===== config.mk =====
export PLATFORM = sky130hd
export DESIGN_NAME = texture_pool_lru_allocator
export DESIGN_NICKNAME = d
export VERILOG_FILES = /design/src/tpla_pkg.sv /design/src/tpla_slot_table.sv /design/src/tpla_seq.sv /design/src/texture_pool_lru_allocator.sv
export SDC_FILE = /design/constraint.sdc
export NUM_CORES = 2
export LEC_CHECK = 0
export BUFFER_PORTS_ARGS = -buffer_cell sky130_fd_sc_hd__buf_2
export CORE_MARGIN = 4
export CORE_UTILIZATION = 25
export CTS_CLUSTER_SIZE = 28
export DETAILED_ROUTE_END_ITERATION = 8
export GPL_ROUTABILITY_DRIVEN = 0
export HOLD_SLACK_MARGIN = 0.05
export RECOVER_POWER = 50
export SETUP_SLACK_MARGIN = 0.4
export SYNTH_ARGS = -nofsm -noshare
export SYNTH_HDL_FRONTEND = slang
export SYNTH_SLANG_ARGS = --single-unit

===== constraint.sdc =====
create_clock -name clk -period 28.6 [get_ports clk]
set_input_delay 4.29 -clock clk [delete_from_list [all_inputs] [get_ports clk]]
set_output_delay 4.29 -clock clk [all_outputs]
set_load 0.05 [all_outputs]

===== src/tpla_pkg.sv =====
// Shared types and constants for the texture pool allocator.
`timescale 1ns / 1ps
`default_nettype none
package tpla_pkg;

  localparam int unsigned SLOTS       = 16;
  localparam int unsigned SLOT_W      = $clog2(SLOTS);
  localparam int unsigned FREE_W      = $clog2(SLOTS + 1);
  localparam int unsigned MAX_DIM     = 4096;
  localparam int unsigned MAX_RESULTS = 16;
  localparam int unsigned CNT_W       = $clog2(MAX_RESULTS + 1);
  localparam int unsigned DIM_W       = 13;
  localparam int unsigned BYTES_W     = 28;
  localparam int unsigned POOL_W      = 32;

  localparam logic [2:0] FMT_RGBA = 3'd4;
  localparam logic       ACT_RELEASE = 1'b1;

  localparam logic [2:0] OC_NEW      = 3'd0;
  localparam logic [2:0] OC_REUSED   = 3'd1;
  localparam logic [2:0] OC_RELEASED = 3'd2;
  localparam logic [2:0] OC_EVICTED  = 3'd3;
  localparam logic [2:0] OC_FULL     = 3'd4;
  localparam logic [2:0] OC_NOT_USED = 3'd5;

  localparam logic [POOL_W-1:0] BUDGET_RST = 32'd67108864;

  typedef enum logic [1:0] {
    ST_EMPTY = 2'd0,
    ST_USED  = 2'd1,
    ST_FREE  = 2'd2
  } slot_st_t;

  typedef enum logic [2:0] {
    TBL_NONE    = 3'd0,
    TBL_FILL    = 3'd1,
    TBL_REUSE   = 3'd2,
    TBL_EVICT   = 3'd3,
    TBL_RELEASE = 3'd4
  } tbl_op_t;

  typedef struct packed {
    logic             action;
    logic [DIM_W-1:0] req_width;
    logic [DIM_W-1:0] req_height;
    logic [2:0]       req_format;
    logic             req_channel_type;
    logic [3:0]       slot_id;
  } req_t;

  typedef struct packed {
    logic [3:0]        result_slot;
    logic [2:0]        outcome;
    logic [POOL_W-1:0] pool_total;
    logic              last;
  } res_t;

  typedef struct packed {
    logic [DIM_W-1:0] width;
    logic [DIM_W-1:0] height;
    logic [2:0]       format;
    logic             chan;
  } desc_t;

  typedef struct packed {
    slot_st_t           status;
    desc_t              desc;
    logic [BYTES_W-1:0] bytes;
    logic [SLOT_W-1:0]  rank;
  } slot_ent_t;

  typedef struct packed {
    tbl_op_t            op;
    logic [SLOT_W-1:0]  idx;
    logic [SLOT_W-1:0]  ref_rank;
    logic [SLOT_W-1:0]  new_rank;
    desc_t              desc;
    logic [BYTES_W-1:0] bytes;
  } tbl_cmd_t;

endpackage
`default_nettype wire


===== src/tpla_slot_table.sv =====
// Slot table: status, descriptor, size and recency rank of every slot.
`timescale 1ns / 1ps
`default_nettype none
module tpla_slot_table
  import tpla_pkg::*;
(
  input  wire logic              clk,
  input  wire logic              rst_n,
  input  wire logic [SLOT_W-1:0] scan_idx_i,
  input  wire tbl_cmd_t          cmd_i,
  output slot_ent_t              scan_ent_o
);

  slot_st_t           status_r [SLOTS];
  slot_st_t           status_nxt [SLOTS];
  logic [SLOT_W-1:0]  rank_r [SLOTS];
  logic [SLOT_W-1:0]  rank_nxt [SLOTS];
  desc_t              desc_r [SLOTS];
  logic [BYTES_W-1:0] bytes_r [SLOTS];

  assign scan_ent_o.status = status_r[scan_idx_i];
  assign scan_ent_o.desc   = desc_r[scan_idx_i];
  assign scan_ent_o.bytes  = bytes_r[scan_idx_i];
  assign scan_ent_o.rank   = rank_r[scan_idx_i];

  always_comb begin
    for (int t = 0; t < SLOTS; t++) begin
      status_nxt[t] = status_r[t];
      rank_nxt[t]   = rank_r[t];
      // close the gap left by a slot leaving the free order
      if (((cmd_i.op == TBL_REUSE) || (cmd_i.op == TBL_EVICT)) &&
          (SLOT_W'(t) != cmd_i.idx) && (status_r[t] == ST_FREE) &&
          (rank_r[t] > cmd_i.ref_rank)) begin
        rank_nxt[t] = rank_r[t] - 1'b1;
      end
      if (SLOT_W'(t) == cmd_i.idx) begin
        case (cmd_i.op)
          TBL_FILL, TBL_REUSE: begin
            status_nxt[t] = ST_USED;
            rank_nxt[t]   = '0;
          end
          TBL_EVICT: begin
            status_nxt[t] = ST_EMPTY;
            rank_nxt[t]   = '0;
          end
          TBL_RELEASE: begin
            status_nxt[t] = ST_FREE;
            rank_nxt[t]   = cmd_i.new_rank;
          end
          default: ;
        endcase
      end
    end
  end

  always_ff @(posedge clk) begin
    if (!rst_n) begin
      for (int t = 0; t < SLOTS; t++) begin
        status_r[t] <= ST_EMPTY;
        rank_r[t]   <= '0;
      end
    end else begin
      for (int t = 0; t < SLOTS; t++) begin
        status_r[t] <= status_nxt[t];
        rank_r[t]   <= rank_nxt[t];
      end
    end
  end

  always_ff @(posedge clk) begin
    if (cmd_i.op == TBL_FILL) begin
      desc_r[cmd_i.idx]  <= cmd_i.desc;
      bytes_r[cmd_i.idx] <= cmd_i.bytes;
    end
  end

endmodule
`default_nettype wire


===== src/tpla_seq.sv =====
// Request sequencer: slot scan, grant, release and budget eviction.
`timescale 1ns / 1ps
`default_nettype none
module tpla_seq
  import tpla_pkg::*;
(
  input  wire logic              clk,
  input  wire logic              rst_n,
  input  wire logic              in_valid_i,
  input  wire req_t              in_data_i,
  output logic                   in_stall_o,
  input  wire logic [POOL_W-1:0] budget_i,
  input  wire logic              can_emit_i,
  output logic                   emit_o,
  output res_t                   res_o,
  output logic [SLOT_W-1:0]      scan_idx_o,
  input  wire slot_ent_t         scan_ent_i,
  output tbl_cmd_t               cmd_o
);

  typedef enum logic [6:0] {
    S_IDLE   = 7'b0000001,
    S_SCAN   = 7'b0000010,
    S_ALLOC  = 7'b0000100,
    S_FILL   = 7'b0001000,
    S_REL    = 7'b0010000,
    S_TSCAN  = 7'b0100000,
    S_TEVICT = 7'b1000000
  } state_t;

  localparam logic [CNT_W-1:0]  MAX_RES_C = CNT_W'(MAX_RESULTS);
  localparam logic [DIM_W-1:0]  DIM_MAX_C = DIM_W'(MAX_DIM);
  localparam logic [SLOT_W-1:0] LAST_IDX  = SLOT_W'(SLOTS - 1);

  state_t                state_r, state_nxt;
  logic [SLOT_W-1:0]     idx_r, idx_nxt;
  req_t                  req_r, req_nxt;
  logic                  match_found_r, match_found_nxt;
  logic [SLOT_W-1:0]     match_idx_r, match_idx_nxt;
  logic [SLOT_W-1:0]     match_rank_r, match_rank_nxt;
  logic                  empty_found_r, empty_found_nxt;
  logic [SLOT_W-1:0]     empty_idx_r, empty_idx_nxt;
  logic                  victim_found_r, victim_found_nxt;
  logic [SLOT_W-1:0]     victim_idx_r, victim_idx_nxt;
  logic [BYTES_W-1:0]    victim_bytes_r, victim_bytes_nxt;
  logic [2*DIM_W-1:0]    prod_r, prod_nxt;
  logic [POOL_W-1:0]     pool_r, pool_nxt;
  logic [FREE_W-1:0]     free_cnt_r, free_cnt_nxt;
  logic [CNT_W-1:0]      n_r, n_nxt;

  logic [BYTES_W-1:0]    req_bytes;
  logic [POOL_W:0]       pool_sum;
  logic [POOL_W-1:0]     pool_add;
  logic [POOL_W-1:0]     pool_sub;
  desc_t                 req_desc;
  logic                  ent_match;

  function automatic logic more_f(logic [CNT_W-1:0] n, logic [POOL_W-1:0] p,
                                  logic [POOL_W-1:0] b, logic [FREE_W-1:0] f);
    return (n < MAX_RES_C) && (p > b) && (f != '0);
  endfunction

  // Scale the stored width times height by channel count and channel bytes.
  always_comb begin
    req_bytes = BYTES_W'(prod_r);
    if (req_r.req_format == FMT_RGBA) req_bytes = req_bytes << 2;
    if (req_r.req_channel_type)       req_bytes = req_bytes << 1;
  end

  assign pool_sum = {1'b0, pool_r} + {{(POOL_W + 1 - BYTES_W){1'b0}}, req_bytes};
  assign pool_add = pool_sum[POOL_W] ? {POOL_W{1'b1}} : pool_sum[POOL_W-1:0];
  assign pool_sub = (pool_r >= POOL_W'(victim_bytes_r)) ?
                    pool_r - POOL_W'(victim_bytes_r) : '0;

  assign req_desc.width  = req_r.req_width;
  assign req_desc.height = req_r.req_height;
  assign req_desc.format = req_r.req_format;
  assign req_desc.chan   = req_r.req_channel_type;
  assign ent_match       = (scan_ent_i.status == ST_FREE) && (scan_ent_i.desc == req_desc);

  assign in_stall_o = (state_r != S_IDLE);
  assign scan_idx_o = (state_r == S_REL) ? req_r.slot_id : idx_r;

  always_comb begin
    state_nxt        = state_r;
    idx_nxt          = idx_r;
    req_nxt          = req_r;
    match_found_nxt  = match_found_r;
    match_idx_nxt    = match_idx_r;
    match_rank_nxt   = match_rank_r;
    empty_found_nxt  = empty_found_r;
    empty_idx_nxt    = empty_idx_r;
    victim_found_nxt = victim_found_r;
    victim_idx_nxt   = victim_idx_r;
    victim_bytes_nxt = victim_bytes_r;
    prod_nxt         = prod_r;
    pool_nxt         = pool_r;
    free_cnt_nxt     = free_cnt_r;
    n_nxt            = n_r;
    emit_o           = 1'b0;
    res_o            = '0;
    cmd_o.op         = TBL_NONE;
    cmd_o.idx        = victim_idx_r;
    cmd_o.ref_rank   = '0;
    cmd_o.new_rank   = free_cnt_r[SLOT_W-1:0];
    cmd_o.desc       = req_desc;
    cmd_o.bytes      = req_bytes;

    case (state_r)
      S_IDLE: begin
        if (in_valid_i) begin
          req_nxt = in_data_i;
          if (in_data_i.req_width > DIM_MAX_C)  req_nxt.req_width  = DIM_MAX_C;
          if (in_data_i.req_height > DIM_MAX_C) req_nxt.req_height = DIM_MAX_C;
          idx_nxt          = '0;
          n_nxt            = '0;
          match_found_nxt  = 1'b0;
          empty_found_nxt  = 1'b0;
          victim_found_nxt = 1'b0;
          state_nxt        = (in_data_i.action == ACT_RELEASE) ? S_REL : S_SCAN;
        end
      end

      S_SCAN: begin
        prod_nxt = req_r.req_width * req_r.req_height;
        if (ent_match && !match_found_r) begin
          match_found_nxt = 1'b1;
          match_idx_nxt   = idx_r;
          match_rank_nxt  = scan_ent_i.rank;
        end
        if ((scan_ent_i.status == ST_EMPTY) && !empty_found_r) begin
          empty_found_nxt = 1'b1;
          empty_idx_nxt   = idx_r;
        end
        if ((scan_ent_i.status == ST_FREE) && (scan_ent_i.rank == '0)) begin
          victim_found_nxt = 1'b1;
          victim_idx_nxt   = idx_r;
          victim_bytes_nxt = scan_ent_i.bytes;
        end
        idx_nxt = idx_r + 1'b1;
        if (idx_r == LAST_IDX) state_nxt = S_ALLOC;
      end

      S_ALLOC: begin
        if (can_emit_i) begin
          emit_o = 1'b1;
          n_nxt  = CNT_W'(1);
          if (match_found_r) begin
            cmd_o.op          = TBL_REUSE;
            cmd_o.idx         = match_idx_r;
            cmd_o.ref_rank    = match_rank_r;
            free_cnt_nxt      = free_cnt_r - 1'b1;
            res_o.result_slot = match_idx_r;
            res_o.outcome     = OC_REUSED;
          end else if (empty_found_r) begin
            cmd_o.op          = TBL_FILL;
            cmd_o.idx         = empty_idx_r;
            pool_nxt          = pool_add;
            res_o.result_slot = empty_idx_r;
            res_o.outcome     = OC_NEW;
          end else if (victim_found_r) begin
            // evict the oldest free slot, then grant it in the next step
            cmd_o.op          = TBL_EVICT;
            free_cnt_nxt      = free_cnt_r - 1'b1;
            pool_nxt          = pool_sub;
            res_o.result_slot = victim_idx_r;
            res_o.outcome     = OC_EVICTED;
          end else begin
            res_o.outcome     = OC_FULL;
          end
          res_o.pool_total = pool_nxt;
          if (!match_found_r && !empty_found_r && victim_found_r) begin
            res_o.last = 1'b0;
            state_nxt  = S_FILL;
          end else if (!match_found_r && !empty_found_r) begin
            res_o.last = 1'b1;
            state_nxt  = S_IDLE;
          end else begin
            res_o.last       = !more_f(n_nxt, pool_nxt, budget_i, free_cnt_nxt);
            state_nxt        = res_o.last ? S_IDLE : S_TSCAN;
            idx_nxt          = '0;
            victim_found_nxt = 1'b0;
          end
        end
      end

      S_FILL: begin
        if (can_emit_i) begin
          cmd_o.op          = TBL_FILL;
          pool_nxt          = pool_add;
          n_nxt             = n_r + 1'b1;
          emit_o            = 1'b1;
          res_o.result_slot = victim_idx_r;
          res_o.outcome     = OC_NEW;
          res_o.pool_total  = pool_nxt;
          res_o.last        = !more_f(n_nxt, pool_nxt, budget_i, free_cnt_r);
          state_nxt         = res_o.last ? S_IDLE : S_TSCAN;
          idx_nxt           = '0;
          victim_found_nxt  = 1'b0;
        end
      end

      S_REL: begin
        if (can_emit_i) begin
          emit_o            = 1'b1;
          n_nxt             = CNT_W'(1);
          res_o.result_slot = req_r.slot_id;
          res_o.pool_total  = pool_r;
          if (scan_ent_i.status != ST_USED) begin
            res_o.outcome = OC_NOT_USED;
            res_o.last    = 1'b1;
            state_nxt     = S_IDLE;
          end else begin
            cmd_o.op         = TBL_RELEASE;
            cmd_o.idx        = req_r.slot_id;
            free_cnt_nxt     = free_cnt_r + 1'b1;
            res_o.outcome    = OC_RELEASED;
            res_o.last       = !more_f(n_nxt, pool_r, budget_i, free_cnt_nxt);
            state_nxt        = res_o.last ? S_IDLE : S_TSCAN;
            idx_nxt          = '0;
            victim_found_nxt = 1'b0;
          end
        end
      end

      S_TSCAN: begin
        if ((scan_ent_i.status == ST_FREE) && (scan_ent_i.rank == '0)) begin
          victim_found_nxt = 1'b1;
          victim_idx_nxt   = idx_r;
          victim_bytes_nxt = scan_ent_i.bytes;
        end
        idx_nxt = idx_r + 1'b1;
        if (idx_r == LAST_IDX) state_nxt = S_TEVICT;
      end

      S_TEVICT: begin
        if (can_emit_i) begin
          cmd_o.op          = TBL_EVICT;
          free_cnt_nxt      = free_cnt_r - 1'b1;
          pool_nxt          = pool_sub;
          n_nxt             = n_r + 1'b1;
          emit_o            = 1'b1;
          res_o.result_slot = victim_idx_r;
          res_o.outcome     = OC_EVICTED;
          res_o.pool_total  = pool_nxt;
          res_o.last        = !more_f(n_nxt, pool_nxt, budget_i, free_cnt_nxt);
          state_nxt         = res_o.last ? S_IDLE : S_TSCAN;
          idx_nxt           = '0;
          victim_found_nxt  = 1'b0;
        end
      end

      default: state_nxt = S_IDLE;
    endcase
  end

  always_ff @(posedge clk) begin
    if (!rst_n) begin
      state_r        <= S_IDLE;
      pool_r         <= '0;
      free_cnt_r     <= '0;
      n_r            <= '0;
      match_found_r  <= 1'b0;
      empty_found_r  <= 1'b0;
      victim_found_r <= 1'b0;
      idx_r          <= '0;
    end else begin
      state_r        <= state_nxt;
      pool_r         <= pool_nxt;
      free_cnt_r     <= free_cnt_nxt;
      n_r            <= n_nxt;
      match_found_r  <= match_found_nxt;
      empty_found_r  <= empty_found_nxt;
      victim_found_r <= victim_found_nxt;
      idx_r          <= idx_nxt;
    end
  end

  always_ff @(posedge clk) begin
    req_r          <= req_nxt;
    match_idx_r    <= match_idx_nxt;
    match_rank_r   <= match_rank_nxt;
    empty_idx_r    <= empty_idx_nxt;
    victim_idx_r   <= victim_idx_nxt;
    victim_bytes_r <= victim_bytes_nxt;
    prod_r         <= prod_nxt;
  end

`ifndef ASSERT_OFF
  a_free_cnt_bound: assert property (@(posedge clk) disable iff (!rst_n)
    free_cnt_r <= FREE_W'(SLOTS))
    else $error("free slot count above slot count");

  a_emit_slot: assert property (@(posedge clk) disable iff (!rst_n)
    emit_o |-> can_emit_i)
    else $error("result produced while output register busy");

  a_result_limit: assert property (@(posedge clk) disable iff (!rst_n)
    n_r <= MAX_RES_C)
    else $error("too many results for one request");

  a_trim_victim: assert property (@(posedge clk) disable iff (!rst_n)
    (state_r == S_TEVICT) |-> victim_found_r)
    else $error("budget eviction without a free slot");

  a_stall_busy: assert property (@(posedge clk) disable iff (!rst_n)
    (emit_o && res_o.last) |=> !in_stall_o)
    else $error("not ready after final result");
`endif

endmodule
`default_nettype wire


===== src/texture_pool_lru_allocator.sv =====
// Top level: texture slot pool allocator with least-recent eviction.
//
//  channel  direction  handshake            payload
//  in_      input      in_valid / in_stall  req_t (action, size, format, slot)
//  out_     output     out_valid/out_stall  res_t (slot, outcome, pool, last)
//  cfg_     input      cfg_valid/cfg_ready  storage budget, 32 bit
//
// An allocate accepts, scans one slot per cycle over 16 slots and decides;
// a fill step follows when it must evict a free slot. A release needs no
// scan. Each budget eviction adds a rescan of the 16 slots for the oldest
// free slot, then the eviction. The one-slot-per-cycle table scan sets the
// rate. Synchronous reset empties all slots, zeroes the pool and loads the
// default budget. A stalled output holds the sequencer at its next result.
`timescale 1ns / 1ps
`default_nettype none
module texture_pool_lru_allocator
  import tpla_pkg::*;
(
  input  wire logic              clk,
  input  wire logic              rst_n,
  input  wire logic              in_valid,
  output logic                   in_stall,
  input  wire req_t              in_data,
  output logic                   out_valid,
  input  wire logic              out_stall,
  output res_t                   out_data,
  input  wire logic              cfg_valid,
  output logic                   cfg_ready,
  input  wire logic [POOL_W-1:0] cfg_data
);

  logic [POOL_W-1:0] budget_r;
  logic              out_valid_r;
  res_t              out_data_r;
  logic              can_emit;
  logic              emit;
  res_t              res;
  logic [SLOT_W-1:0] scan_idx;
  slot_ent_t         scan_ent;
  tbl_cmd_t          tbl_cmd;

  // Budget register: user writes only while idle, not enforced; take them all.
  assign cfg_ready = 1'b1;

  always_ff @(posedge clk) begin
    if (!rst_n) begin
      budget_r <= BUDGET_RST;
    end else if (cfg_valid) begin
      budget_r <= cfg_data;
    end
  end

  // Output register: free when empty or its transfer completes this cycle.
  assign can_emit  = !out_valid_r || !out_stall;
  assign out_valid = out_valid_r;
  assign out_data  = out_data_r;

  always_ff @(posedge clk) begin
    if (!rst_n) begin
      out_valid_r <= 1'b0;
    end else if (emit) begin
      out_valid_r <= 1'b1;
    end else if (!out_stall) begin
      out_valid_r <= 1'b0;
    end
  end

  always_ff @(posedge clk) begin
    if (emit) out_data_r <= res;
  end

  tpla_seq u_seq (
    .clk        (clk),
    .rst_n      (rst_n),
    .in_valid_i (in_valid),
    .in_data_i  (in_data),
    .in_stall_o (in_stall),
    .budget_i   (budget_r),
    .can_emit_i (can_emit),
    .emit_o     (emit),
    .res_o      (res),
    .scan_idx_o (scan_idx),
    .scan_ent_i (scan_ent),
    .cmd_o      (tbl_cmd)
  );

  tpla_slot_table u_table (
    .clk        (clk),
    .rst_n      (rst_n),
    .scan_idx_i (scan_idx),
    .cmd_i      (tbl_cmd),
    .scan_ent_o (scan_ent)
  );

endmodule
`default_nettype wire

==> flow_summary.toml <==
[timing]
final.min_clock_period_ps = 13470
grt_setup_unrepaired = "false"
worst_slack_ps = 15130
finalCritPeriodShare = 0.471
slew_viol_final = 1496
tightestPinTransition_ps = 4830
finClkSkew_ps = 44.3
hold_viol = 0
slew_headroom = -2.22
max_freq_mhz = 74.2
tns_ps = 0
setup_viol = 0

[final_layout]
drive_above_1_share = 0.0774
final_nets = 6789
area_delta_synth_final_pct = 13.4
final_common_cell = "edfxtp_1"
final_cell_mix = "edfxtp_1 (1072), nand2_1 (977), nand3_1 (354), ha_1 (341), inv_1 (294)"

[yosys]
ys_ff_latch = 1257
async_flop_share = 0
syn_area_per_cell_um2 = 10.9
synth-main-ff-cell = "edfxtp_1"
syn_nets = 6762
ys_seq_area_frac = 0.528
syn_area_mm2 = 0.0680
syn_inst = 6226
synth_edf_count = 1072
yosysWarnings = 0
synthDistinctLibCells = 106

[setup_path]
critical_path_arrival_ps = 14080
end_kind = "register"
crit_fanout = 96
critPathKind = "reg2reg"
startpoint_type = "register"
cp_data_required_time_ps = 29200

[detailed_routing]
ant_nets = 0
vias_per_cell = 5.27
drc = 0
via_count = 52300
firstDrtPassIters = 6
routed_wl_mm = 225
wl_per_cell_um = 22.6
drt_iter0_drc = 6317

[power]
p_comb_frac = 0.463
intPower_mw = 4.51
p_clk_frac = 0.230
p_sw_mw = 3.16
p_sw_frac = 0.412
cellPowerDensity_mw_per_mm2 = 99.5
p_leak_nw = 27.4
p_seq_frac = 0.307
ir_drop_uv = 279

[clock_network]
cts_resized = 0
ctsHoldBuffers = 0
post-cts-setup-buffers = 0
insertion_delay_ps = 800
clockRootBuffer = "clkbuf_16"
cts_tree = "yes"
clk_path_buf_depth = 3
clk_pin_slew_ps = 70
numCtsBuffers = 139
htreeDepth = 4
clock-sinks = 1257

[global_routing]
grt_max_degree = 164
grt-ovfl-total = 0
antenna_found_initial = 10
grt_pass1_vias = 50800
grt_pass1_wl_mm = 333
track_usage = 0.155

[floorplanning]
rows = 191
pin_count = 115
core_area_mm2 = 0.271
fp.dieH_um = 530
die_area_mm2 = 0.280
start_util = 0.251
die_x_um = 530

[place]
io_buffers = 113
post-place-ws_ps = 19630
hpwl_mm = 143

[run]
cap_viol_max_count = 40

[outcome]
violations = "max-capacitance violations, max-slew violations"
status = "finished, violations left"

[min_path]
hp-class = "reg2reg"
worst paths after layout:
kind / start / to / slack (ps) / cells past startpoint
hold reg to reg: budget_r[31] / budget_r[31] / 490 / 2
setup / recovery: u_seq.state_r[0] / u_seq.victim_bytes_r[7] / 15130 / 12
hold / removal: budget_r[31] / budget_r[31] / 490 / 2
setup reg to reg: u_seq.state_r[0] / u_seq.victim_bytes_r[7] / 15130 / 12
power groups by stage:
stage	combinational, mW	sequential [mW]	clock (mW)
after global placement	3.47	2.38	0
after detailed placement	3.56	2.38	0
after floorplan	2.25	2.40	0
after global routing	3.93	2.36	1.87
final	3.55	2.36	1.76
after CTS	3.58	2.34	1.79
cells in the mapped netlist (all sizes together), types with 37 or more instances:
library cell / count / area share
xnor2: 63 / 0.0081
edfxtp: 1072 / 0.47
mux2i: 143 / 0.022
a311oi: 104 / 0.014
fa: 123 / 0.036
nor2: 277 / 0.015
o21a: 39 / 0.0043
and3: 175 / 0.016
buf: 74 / 0.0052
o21ai: 177 / 0.013
nor2b: 60 / 0.0055
a211oi: 117 / 0.013
ha: 341 / 0.063
nand2b: 63 / 0.0058
a2111oi: 42 / 0.0059
a21o: 80 / 0.0089
dfxtp: 185 / 0.054
a21oi: 256 / 0.019
nand2: 980 / 0.054
clkbuf: 300 / 0.017
xor2: 37 / 0.0048
o211ai: 44 / 0.0049
nor3: 107 / 0.0087
nand3: 355 / 0.026
nand4: 65 / 0.0061
and2: 88 / 0.0081
a31oi: 99 / 0.0091
inv: 296 / 0.016
final cells by class:
cell class / count / area [um2]
antenna: 3 / 7.51
clock buffer: 172 / 3710
clock inverter: 84 / 727
fill: 27800 / 194000
inverter: 297 / 1120
multi-input combinational: 4298 / 29700
sequential: 1257 / 35900
tap: 3570 / 4470
timing repair buffer: 260 / 1420
worst max-delay path, stage by stage (launching register included):
cell,delay [ps]
dfxtp_1,520
or4b_1,700
o21ai_0,160
clkbuf_1,650
nand2_1,920
clkbuf_1,2610
clkbuf_1,3000
clkbuf_1,3330
nand2_1,90
and3_1,320
a311oi_1,430
a311oi_1,110
a31oi_1,220
routing by layer:
layer / global-route usage / routed length (um)
met5: 0 / 42
met4: 0.0558 / 8610
met3: 0.0302 / 21200
met2: 0.240 / 100000
met1: 0.214 / 94600
kinds of logic after synthesis:
logic type               Yosys count  synth area share
adder cells (fa/ha/maj)          464            0.0990
buffers and inverters            671            0.0382
multiplexers                     184            0.0341
other                              1         0.0000552
AO/OA/AOI/OAI                   1250             0.128
XOR/XNOR                         100            0.0129
flip-flops                      1257             0.528
AND/OR/NAND/NOR                 2299             0.160
registers in the layout (all words and copies together) (netlist names), 4 cells and up:
register,cells
u_table.status_r,32
u_seq.prod_r,26
u_table.desc_r,480
u_seq.n_r,5
u_seq.victim_bytes_r,28
u_seq.idx_r,4
u_seq.cmd_o,30
u_seq.free_cnt_r,5
u_table.rank_r,64
u_table.bytes_r,448
u_seq.state_r,7
out_data,40
u_seq.match_idx_r,4
u_seq.victim_idx_r,4
u_seq.pool_r,32
u_seq.empty_idx_r,4
u_seq.match_rank_r,4
u_seq.req_r,4
budget_r,32
through the flow:
step	power, mW	std cells	utilization	instance area [um2]	hold slack (ps)
final	7.67	9941	0.285	77100	492
after global placement	5.85	9682	0.269	72900	453
after CTS	7.71	9938	0.286	77400	487
after detailed placement	5.94	9682	0.269	72900	477
after floorplan	4.65	6226	-	68000	441
after global routing	8.16	9938	0.285	77100	514
(Power assumes the default switching activity.)
